[config.mk]
export PLATFORM = sky130hd
export DESIGN_NAME = packet_deframer_checksum
export DESIGN_NICKNAME = d
export VERILOG_FILES = /design/src/rtl/pdc_pkg.sv /design/src/rtl/packet_deframer_checksum.sv
export SDC_FILE = /design/constraint.sdc
export NUM_CORES = 1
export LEC_CHECK = 0
export BUFFER_PORTS_ARGS = -buffer_cell sky130_fd_sc_hd__buf_2
export CORE_MARGIN = 4
export CORE_UTILIZATION = 45
export CTS_CLUSTER_SIZE = 10
export DETAILED_ROUTE_END_ITERATION = 8
export PLACE_DENSITY_LB_ADDON = 0.15
export SETUP_SLACK_MARGIN = 0.2
export SLEW_MARGIN = 40
export SYNTH_ARGS = -nofsm -noshare
export SYNTH_HDL_FRONTEND = slang
export SYNTH_SLANG_ARGS = --single-unit
[constraint.sdc]
create_clock -name clk -period 7.9 [get_ports clk]
set_input_delay 0.395 -clock clk [delete_from_list [all_inputs] [get_ports clk]]
set_output_delay 0.395 -clock clk [all_outputs]
set_load 0.02 [all_outputs]
[src/rtl/pdc_pkg.sv]
// ----------------------------------------------------------------------------
// pdc_pkg - shared definitions for the packet deframer
// Header byte positions, verdict status codes and the result item layout.
// ----------------------------------------------------------------------------
package pdc_pkg;

  localparam int unsigned HEADER_BYTES = 8;
  localparam int unsigned POS_W        = 9;

  // header byte positions in wire order
  localparam logic [POS_W-1:0] POS_TYPE   = 9'd0;
  localparam logic [POS_W-1:0] POS_HOPS   = 9'd1;
  localparam logic [POS_W-1:0] POS_DST_HI = 9'd2;
  localparam logic [POS_W-1:0] POS_DST_LO = 9'd3;
  localparam logic [POS_W-1:0] POS_SRC_HI = 9'd4;
  localparam logic [POS_W-1:0] POS_SRC_LO = 9'd5;
  localparam logic [POS_W-1:0] POS_CSUM   = 9'd6;
  localparam logic [POS_W-1:0] POS_LEN    = 9'd7;
  localparam logic [POS_W-1:0] POS_MAX    = 9'd511;

  localparam logic [15:0] BROADCAST_ADDR = 16'hFFFF;

  typedef enum logic [1:0] {
    ST_ACCEPTED  = 2'd0,
    ST_LEN_WRONG = 2'd1,
    ST_CSUM_BAD  = 2'd2,
    ST_NOT_ADDR  = 2'd3
  } status_t;

  typedef enum logic {
    KIND_PAYLOAD = 1'b0,
    KIND_VERDICT = 1'b1
  } kind_t;

  // one result item; fields listed from the high bit down
  typedef struct packed {
    kind_t       result_kind;
    logic [7:0]  payload_length;
    logic [15:0] src_address;
    logic [15:0] dst_address;
    logic [7:0]  hop_count;
    logic [7:0]  packet_type;
    status_t     status;
    logic [7:0]  payload_byte;
  } result_t;

endpackage

[src/rtl/packet_deframer_checksum.sv]
// ----------------------------------------------------------------------------
// packet_deframer_checksum - frame header capture and verdict
// Splits received frames into payload bytes and one end-of-frame verdict.
// ----------------------------------------------------------------------------
// Frame bytes enter on the s_ side, one transaction per cycle while s_tready
// is high, s_tlast on the last byte. Bytes 0..7 are the header (type, hops,
// big-endian destination, big-endian source, checksum, payload length);
// every later byte is passed on as a payload transaction (m_tuser 0). On the
// last byte a verdict transaction (m_tuser 1) follows: length wrong, else
// 8-bit additive checksum (all bytes except byte 6) bad, else destination
// neither node_address nor 0xFFFF, else accepted with hops decremented unless
// zero. Downstream must drop payload already passed on when the verdict is a
// reject. Each byte goes through the input register and the header/checksum
// logic into an 8-entry result queue; one byte per cycle is sustained while
// the output side keeps up, and a last payload byte that also yields a verdict
// pushes two results, which the queue absorbs as the output side drains one
// transaction per cycle when m_tready is high. The user writes node_address
// through cfg_wen/cfg_wdata only while the block is idle (not enforced here).
// ----------------------------------------------------------------------------
module packet_deframer_checksum
  import pdc_pkg::*;
(
  input  logic        clk,
  input  logic        rst,
  // configuration
  input  logic        cfg_wen,
  input  logic [15:0] cfg_wdata,     // node_address
  // byte stream in
  input  logic        s_tvalid,
  output logic        s_tready,
  input  logic [7:0]  s_tdata,       // rx_byte
  input  logic        s_tlast,       // frame_end
  // result stream out
  output logic        m_tvalid,
  input  logic        m_tready,
  output logic [71:0] m_tdata,       // payload_byte[7:0], status[9:8],
                                     // packet_type[17:10], hop_count[25:18],
                                     // dst_address[41:26], src_address[57:42],
                                     // payload_length[65:58], zero[71:66]
  output logic        m_tuser        // result_kind
);

  localparam int unsigned QDEPTH = 8;
  localparam int unsigned QPTR_W = 3;
  localparam int unsigned QCNT_W = 4;

  logic [15:0] node_address;

  // input register
  logic       in_valid;
  logic [7:0] in_byte;
  logic       in_last;

  // frame state
  logic [POS_W-1:0] byte_position, byte_position_next;
  logic [7:0]  type_reg, type_reg_next;
  logic [7:0]  hops_reg, hops_reg_next;
  logic [15:0] dst_reg, dst_reg_next;
  logic [15:0] src_reg, src_reg_next;
  logic [7:0]  received_checksum, received_checksum_next;
  logic [7:0]  length_reg, length_reg_next;
  logic [7:0]  running_sum, running_sum_next;

  // result queue
  result_t           queue [QDEPTH];
  logic [QPTR_W-1:0] wr_ptr, rd_ptr;
  logic [QCNT_W-1:0] count;

  logic        in_fire, out_fire;
  logic        is_payload;
  logic [9:0]  total_len, expect_len;
  status_t     verdict_status;
  logic [7:0]  verdict_hops;
  result_t     payload_item, verdict_item;
  logic [1:0]  push_n;

  always_ff @(posedge clk) begin
    if (rst) begin
      node_address <= '0;
    end else if (cfg_wen) begin
      node_address <= cfg_wdata;
    end
  end

  // room for the item in the input register plus the next one, two results each
  assign s_tready = ({1'b0, count} + (in_valid ? 5'd2 : 5'd0)) <= 5'(QDEPTH - 2);
  assign in_fire  = s_tvalid && s_tready;
  assign out_fire = m_tvalid && m_tready;

  always_ff @(posedge clk) begin
    if (rst) begin
      in_valid <= 1'b0;
    end else begin
      in_valid <= in_fire;
    end
  end

  always_ff @(posedge clk) begin
    if (in_fire) begin
      in_byte <= s_tdata;
      in_last <= s_tlast;
    end
  end

  // header capture and running checksum
  always_comb begin
    type_reg_next          = type_reg;
    hops_reg_next          = hops_reg;
    dst_reg_next           = dst_reg;
    src_reg_next           = src_reg;
    received_checksum_next = received_checksum;
    length_reg_next        = length_reg;
    case (byte_position)
      POS_TYPE:   type_reg_next          = in_byte;
      POS_HOPS:   hops_reg_next          = in_byte;
      POS_DST_HI: dst_reg_next           = {in_byte, dst_reg[7:0]};
      POS_DST_LO: dst_reg_next           = {dst_reg[15:8], in_byte};
      POS_SRC_HI: src_reg_next           = {in_byte, src_reg[7:0]};
      POS_SRC_LO: src_reg_next           = {src_reg[15:8], in_byte};
      POS_CSUM:   received_checksum_next = in_byte;
      POS_LEN:    length_reg_next        = in_byte;
      default:    ;
    endcase
    running_sum_next   = (byte_position != POS_CSUM) ? running_sum + in_byte : running_sum;
    byte_position_next = (byte_position != POS_MAX) ? byte_position + 9'd1 : byte_position;
    is_payload         = byte_position >= POS_W'(HEADER_BYTES);
  end

  // verdict on the frame's final state
  always_comb begin
    total_len  = {1'b0, byte_position} + 10'd1;
    expect_len = {2'b00, length_reg_next} + 10'(HEADER_BYTES);
    if (total_len != expect_len) begin
      verdict_status = ST_LEN_WRONG;
    end else if (running_sum_next != received_checksum_next) begin
      verdict_status = ST_CSUM_BAD;
    end else if (dst_reg_next != node_address && dst_reg_next != BROADCAST_ADDR) begin
      verdict_status = ST_NOT_ADDR;
    end else begin
      verdict_status = ST_ACCEPTED;
    end
    verdict_hops = hops_reg_next;
    if (verdict_status == ST_ACCEPTED && hops_reg_next != 8'd0) begin
      verdict_hops = hops_reg_next - 8'd1;
    end

    payload_item              = '0;
    payload_item.result_kind  = KIND_PAYLOAD;
    payload_item.status       = ST_ACCEPTED;
    payload_item.payload_byte = in_byte;

    verdict_item                = '0;
    verdict_item.result_kind    = KIND_VERDICT;
    verdict_item.status         = verdict_status;
    verdict_item.packet_type    = type_reg_next;
    verdict_item.hop_count      = verdict_hops;
    verdict_item.dst_address    = dst_reg_next;
    verdict_item.src_address    = src_reg_next;
    verdict_item.payload_length = length_reg_next;

    push_n = in_valid ? ({1'b0, is_payload} + {1'b0, in_last}) : 2'd0;
  end

  always_ff @(posedge clk) begin
    if (rst) begin
      byte_position     <= '0;
      type_reg          <= '0;
      hops_reg          <= '0;
      dst_reg           <= '0;
      src_reg           <= '0;
      received_checksum <= '0;
      length_reg        <= '0;
      running_sum       <= '0;
    end else if (in_valid) begin
      if (in_last) begin
        // verdict given, ready for the next frame
        byte_position     <= '0;
        type_reg          <= '0;
        hops_reg          <= '0;
        dst_reg           <= '0;
        src_reg           <= '0;
        received_checksum <= '0;
        length_reg        <= '0;
        running_sum       <= '0;
      end else begin
        byte_position     <= byte_position_next;
        type_reg          <= type_reg_next;
        hops_reg          <= hops_reg_next;
        dst_reg           <= dst_reg_next;
        src_reg           <= src_reg_next;
        received_checksum <= received_checksum_next;
        length_reg        <= length_reg_next;
        running_sum       <= running_sum_next;
      end
    end
  end

  // result queue: payload first, verdict after it in the same cycle
  always_ff @(posedge clk) begin
    if (in_valid) begin
      if (is_payload) begin
        queue[wr_ptr] <= payload_item;
        if (in_last) begin
          queue[wr_ptr + 3'd1] <= verdict_item;
        end
      end else if (in_last) begin
        queue[wr_ptr] <= verdict_item;
      end
    end
  end

  always_ff @(posedge clk) begin
    if (rst) begin
      wr_ptr <= '0;
      rd_ptr <= '0;
      count  <= '0;
    end else begin
      wr_ptr <= wr_ptr + QPTR_W'(push_n);
      if (out_fire) begin
        rd_ptr <= rd_ptr + 3'd1;
      end
      count <= count + QCNT_W'(push_n) - (out_fire ? 4'd1 : 4'd0);
    end
  end

  assign m_tvalid = count != '0;
  assign m_tuser  = queue[rd_ptr].result_kind;
  assign m_tdata  = {6'b0, queue[rd_ptr].payload_length, queue[rd_ptr].src_address,
                     queue[rd_ptr].dst_address, queue[rd_ptr].hop_count,
                     queue[rd_ptr].packet_type, queue[rd_ptr].status,
                     queue[rd_ptr].payload_byte};

  // ---- assertions ----
  a_queue_bound: assert property (@(posedge clk) disable iff (rst)
    count <= QCNT_W'(QDEPTH))
    else $error("result queue overflow");

  a_no_push_overflow: assert property (@(posedge clk) disable iff (rst)
    in_valid |-> ({1'b0, count} + 5'(push_n)) <= 5'(QDEPTH))
    else $error("push into full result queue");

  a_frame_clear: assert property (@(posedge clk) disable iff (rst)
    (in_valid && in_last) |=> (byte_position == '0 && running_sum == '0))
    else $error("frame state not cleared after verdict");

  a_accept_addressed: assert property (@(posedge clk) disable iff (rst)
    (in_valid && in_last && verdict_status == ST_ACCEPTED) |->
      (dst_reg_next == node_address || dst_reg_next == BROADCAST_ADDR))
    else $error("accepted frame not addressed to this node");

endmodule

==> results of run 1 <==
report_power, final:
part           switching (uW)  total, uW  internal [uW]
Clock                    1370       3310           1930
Combinational            1010       1780            773
Sequential                110       3880           3770
kinds of logic (layout without fill, tap and decap cells):
family	Yosys count	after routing
other cells	1	6
buf+inv	231	356
mux	298	298
flops	656	656
simple gates	957	957
fa+ha+maj	32	32
xor+xnor	53	53
compound gates	220	220
cells in the final DEF, fill, tap and decap left out, types with 9 or more instances in the layout:
cell type      Yosys  routed
a21oi_1          101      94
a22oi_1           47      47
and2_1            18      18
and3_1            17      16
buf_2              8     107
buf_4              7      46
clkbuf_1         148      50
clkbuf_16          0      80
dfxtp_1          183     180
dlygate4sd3_1      0      13
edfxtp_1         473     473
ha_1              29      29
inv_1             37      37
mux2_2            68      68
mux2i_1           91      85
mux4_2           134     134
nand2_1           80      80
nand3_1           28      28
nand4_1            9       9
nor2_1           682     678
nor2b_1           14      14
nor3_1            30      28
nor4_1            22      19
o21ai_0           20      19
or3_1             16      16
xnor2_1           25      25
xor2_1            24      24
how the worst max path moves through the flow:
stage,to,slack (ns)
floorplan,queue[2][10],1.68
global placement,queue[2][23],2.22
detailed placement,queue[7][23],2.36
CTS,queue[7][23],2.35
global route,queue[2][23],1.81
finish,queue[7][23],2.28
worst reg2reg max path, cell delays in order (launching register included):
cell,delay (ns)
dfxtp_1,0.45
ha_1,0.34
nor4b_4,0.72
nand2_2,0.47
mux2i_1,0.65
inv_1,0.16
ha_1,0.32
xnor2_1,0.14
a21o_1,0.16
a211oi_1,0.53
nand3_4,0.30
nor4b_4,0.74
mux2i_1,0.28
nand3_1,0.10
final cells by class:
cell class	instances	area [um2]	share of cell area
Sequential cell	656	17900	0.523
Inverter	38	145	0.00425
Multi-Input combinational cell	1566	11600	0.339
Clock buffer	132	2220	0.0649
Tap cell	864	1080	0.0317
Clock inverter	9	90.1	0.00264
Timing Repair Buffer	177	1150	0.0338
per-layer routing:
metal / routed length (um) / vias up / track usage
met5: 0 / - / 0
met4: 2160 / 0 / 0.0681
met3: 6780 / 134 / 0.0493
met2: 39500 / 832 / 0.380
met1: 34700 / 10100 / 0.321
li1: - / 8968 / -
timing repair:
action | 4_1_cts | 5_1_grt
resized for setup | 0 | 0
setup endpoints to repair | 0 | 0
hold buffers | 13 | 0
endpoints found under the hold margin | 13 | 0
per-stage QoR:
stage                     setup slack, ns  cell area, um2  utilization
after global placement               2.22           31500        0.477
after CTS                            2.35           34100        0.517
after detailed placement             2.36           31700        0.480
after floorplan                      1.68           30100            -
after global routing                 1.81           34200        0.518
final                                2.28           34200        0.518
==> run metrics, run 1 <==
Initial Utilization 0.456; mux contribution to synthesized area 0.159; detailed placement HPWL between 40000 and 50000 um; hold_sp cfg_wdata[11]; number of global-route vias before repair approximately 20000; TNS Setup 0 ns; Post-Syn Instances around 2400; number of inserted diodes 0; Post-CTS Setup Bufs 0; MaxCap Viol Count 0; Die Wd 267 um; YS warnings 0; hold path depth 3; CP startpoint kind register; Max Fclk roughly 180 MHz; final hold violations 0; worst hold-check path type primary input to register; Synth Area in Adders 0.0140; drt wl/cell roughly 24 um; IO Count ~110; slowest CP cell nor4b_4; Async SR Flop Fraction 0; crit path launch byte_position[0]; crit path cell chain ha_1, nor4b_4, nand2_2, mux2i_1, inv_1, ha_1, xnor2_1, a21o_1, a211oi_1, nand3_4, nor4b_4, mux2i_1, nand3_1; CTS clk-pin slew, worst paths about 0.06 ns; synth unique cells 74; Core ar. between 0.06 and 0.07 mm2; Worst-Margin Slew 0.892 ns; number of synthesized register bits 656; share of layout cells above drive strength 1 0.204; maximum VDD drop about 0.19 mV; area leader, netlist edfxtp_1; grt ovf 0; post-route clock skew 0.0179 ns; main combinational cell family by area after synthesis multiplexers; WHS between 0.02 and 0.03 ns; period utilisation layout 0.711; die area 0.0711 mm2; Setup violations, final 0; Pleak 0.0114 uW; CTS tree built; drt pass-1 iters 5; Post-synth EDFFs between 400 and 500; largest cells by area after synthesis edfxtp_1 (47%), dfxtp_1 (12%), mux4_2 (10%); Final ANT Viol Nets 0; pwr/cell area roughly 260 mW/mm2; WHS Endpoint node_address[11]; Data required, critical path around 8.3 ns; GRT Overall Usage 0.234; Crit. End Element register; first-pass GRT wire length around 130000 um; Detailed Route WL 83200 um; Reg2Reg Setup Slack roughly 2.3 ns; CTS sink cnt approximately 660; top post-synthesis cells by count nor2_1 (682), edfxtp_1 (473), dfxtp_1 (183), clkbuf_1 (148), mux4_2 (134); XOR/XNOR Fraction of Synth Area 0.0164; Syn Area/Cell 12.3 um2; status completed; placed cells about 3300; R2R Path Start byte_position[0]; DRT iter0 DRCs about 2000; Crit Path Class register to register; Worst slew margin 0.405; DRC 0; Post-Syn Area about 0.03 mm2; Rows 94; Clock Latency Late Sink slightly above 0.6 ns; register area share after synthesis 0.594; Max Buffers Root-to-Sink 3; worst-path fanout max 11; WP buf/inv 1; Area Growth Syn to Fin 13.5%; most common cell in the netlist nor2_1; Final Net Count 2578; CTS Buf Count 77; most used flip-flop cell after synthesis edfxtp_1; r2r worst-path depth 13; Pwr Total 8970 uW; via/cell ratio between 5 and 6; Worst R2R End queue[7][23]; crit-path max cell delay approximately 0.74 ns; unrepaired setup endpoints after global routing no; initial antenna violation count 1; max reg flops about 540; kind of cell adding the most delay to the critical path simple AND/OR/NAND/NOR gates; Compound-Gate Fraction of Synth Area 0.0484; critical path depth in cells 13; Period minus WS final approximately 5.6 ns; port bufs between 90 and 100; Die Y 267 um; CTS Root Cell clkbuf_16; H-Tree Depth 3; largest net degree at the start of global routing 67; final std cells w/o fill between 3000 and 4000; post-synth top area share 0.472; vias 20100; largest register by flop count queue; Slew Limit Fails 0; Simple-Gate Fraction of Synth Area 0.138; Final Wtd Congestion between 0.8 and 0.9; Worst Path Arrival roughly 6.0 ns; Fill cells roughly 5700
Note: power is estimated with default switching activity, not from simulation.
==> run 2, diff against run 1 <==
==> constraint.sdc (replaced) <==
create_clock -name clk -period 4.77 [get_ports clk]
set_input_delay 0.2385 -clock clk [delete_from_list [all_inputs] [get_ports clk]]
set_output_delay 0.2385 -clock clk [all_outputs]
set_load 0.02 [all_outputs]
==> run metrics, run 2 (synthesis results as in run 1) <==
CTS clk-pin slew, worst paths ~0.060 ns; port bufs between 90 and 100; Data required, critical path roughly 5.1 ns; Max Fclk between 200 and 250 MHz; status completed; share of layout cells above drive strength 1 0.218; largest register by flop count queue; Worst-Margin Slew about 0.83 ns; Final Net Count about 2700; CP startpoint kind register; first-pass GRT wire length about 130000 um; Die Wd 267 um; most common cell after layout, fill and taps aside nor2_1; GRT Overall Usage 0.236; number of global-route vias before repair 20700; DRT iter0 DRCs about 2000; Crit Path Class register to register; post-route clock skew 0.0196 ns; Period minus WS final approximately 4.3 ns; most frequent cells in the layout nor2_1 (680), edfxtp_1 (473), dfxtp_1 (180); Worst slew margin 0.442; CTS tree built; period utilisation layout 0.905; unrepaired setup endpoints after global routing no; Rows between 90 and 100; Clock Latency Late Sink slightly above 0.6 ns; max reg flops 536; Final Wtd Congestion 0.893; Final ANT Viol Nets 0; Initial Utilization 0.456; MaxCap Viol Count 0; Worst Path Arrival between 4 and 5 ns; Max Buffers Root-to-Sink 3; worst hold-check path type primary input to register; via/cell ratio around 5.8; Die Y ~270 um; H-Tree Depth 3; maximum VDD drop 0.271 mV; pwr/cell area around 420 mW/mm2; final hold violations 0; CTS sink cnt 656; Core ar. about 0.066 mm2; detailed placement HPWL around 50000 um; Crit. End Element register; initial antenna violation count 0; CTS Root Cell clkbuf_16; Pleak between 0.01 and 0.015 uW; drt pass-1 iters 8; CTS Buf Count just under 80; DRC 0; die area roughly 0.07 mm2; worst slack, placed slightly above 0.2 ns; IO Count between 100 and 150; number of inserted diodes 0; vias between 20000 and 25000; largest net degree at the start of global routing 80; TNS Setup 0 ns; Detailed Route WL 83700 um; Slew Limit Fails 0; Setup violations, final 0; Area Growth Syn to Fin 16.4%; worst setup margin 0.453 ns; drt wl/cell 23.8 um; worst-path fanout max 8; Fill cells roughly 5600; grt ovf 0
==> run 2: worst paths after layout <==
kind	startpoint	endpoint	slack [ns]	cells after the start
max reg2reg	byte_position[0]	queue[0][21]	0.45	11
min reg2reg	queue[0][66]	queue[0][66]	0.45	2
min	m_tready	register	0.14	4
max	byte_position[0]	queue[0][21]	0.45	11
==> run 2: routing by layer <==
metal | vias up | global-route usage | share of wire
met5 | - | 0 | 0
met4 | 0 | 0.0672 | 0.024
met3 | 125 | 0.0311 | 0.062
met2 | 731 | 0.387 | 0.48
met1 | 10300 | 0.335 | 0.43
li1 | 9132 | - | -
==> run 2: report_power, final <==
group	leakage, uW	switching (uW)	total (uW)	internal (uW)
registers	0.00599	230	6480	6250
clock network	0.00110	2290	5430	3140
logic	0.00481	1640	2960	1320
total	0.0119	4160	14900	10700
==> run 2: area by class of cell <==
cell class / instances / area, um2 / share of cell area
sequential: 656 / 17900 / 0.510
multi-input combinational: 1566 / 11600 / 0.330
clock inverter: 10 / 141 / 0.00403
clock buffer: 131 / 2160 / 0.0616
timing repair buffer: 256 / 2070 / 0.0589
tap: 864 / 1080 / 0.0308
inverter: 38 / 145 / 0.00414
==> run 2: critical path, stage by stage (launching register included) <==
cell,delay (ns)
dfxtp_1,0.43
ha_1,0.31
or4b_4,0.56
o41ai_2,0.35
and3_1,0.20
o22ai_1,0.08
or4_4,0.55
o31ai_4,0.44
nand4b_4,0.29
nor4_4,0.38
xor2_2,0.35
nor2_1,0.09
==> run 2: through the flow <==
step                      cells  cell area [um2]  power, uW  utilization  hold WS [ns]
after global placement     3318            32100       9520        0.487         0.416
after CTS                  3505            34900      15000        0.529         0.131
after global routing       3521            35000      15500        0.531         0.192
after detailed placement   3326            32200       9570        0.488         0.417
after floorplan            2453            30100       8640            -         0.337
final                      3521            35000      14900        0.531         0.142
==> run 2: repair_timing <==
action                                 in CTS  in global routing
gates resized for setup                     0                  5
hold buffers                               38                  0
setup endpoints to repair                   0                 73
buffers inserted                            0                  1
endpoints found under the hold margin      36                  0
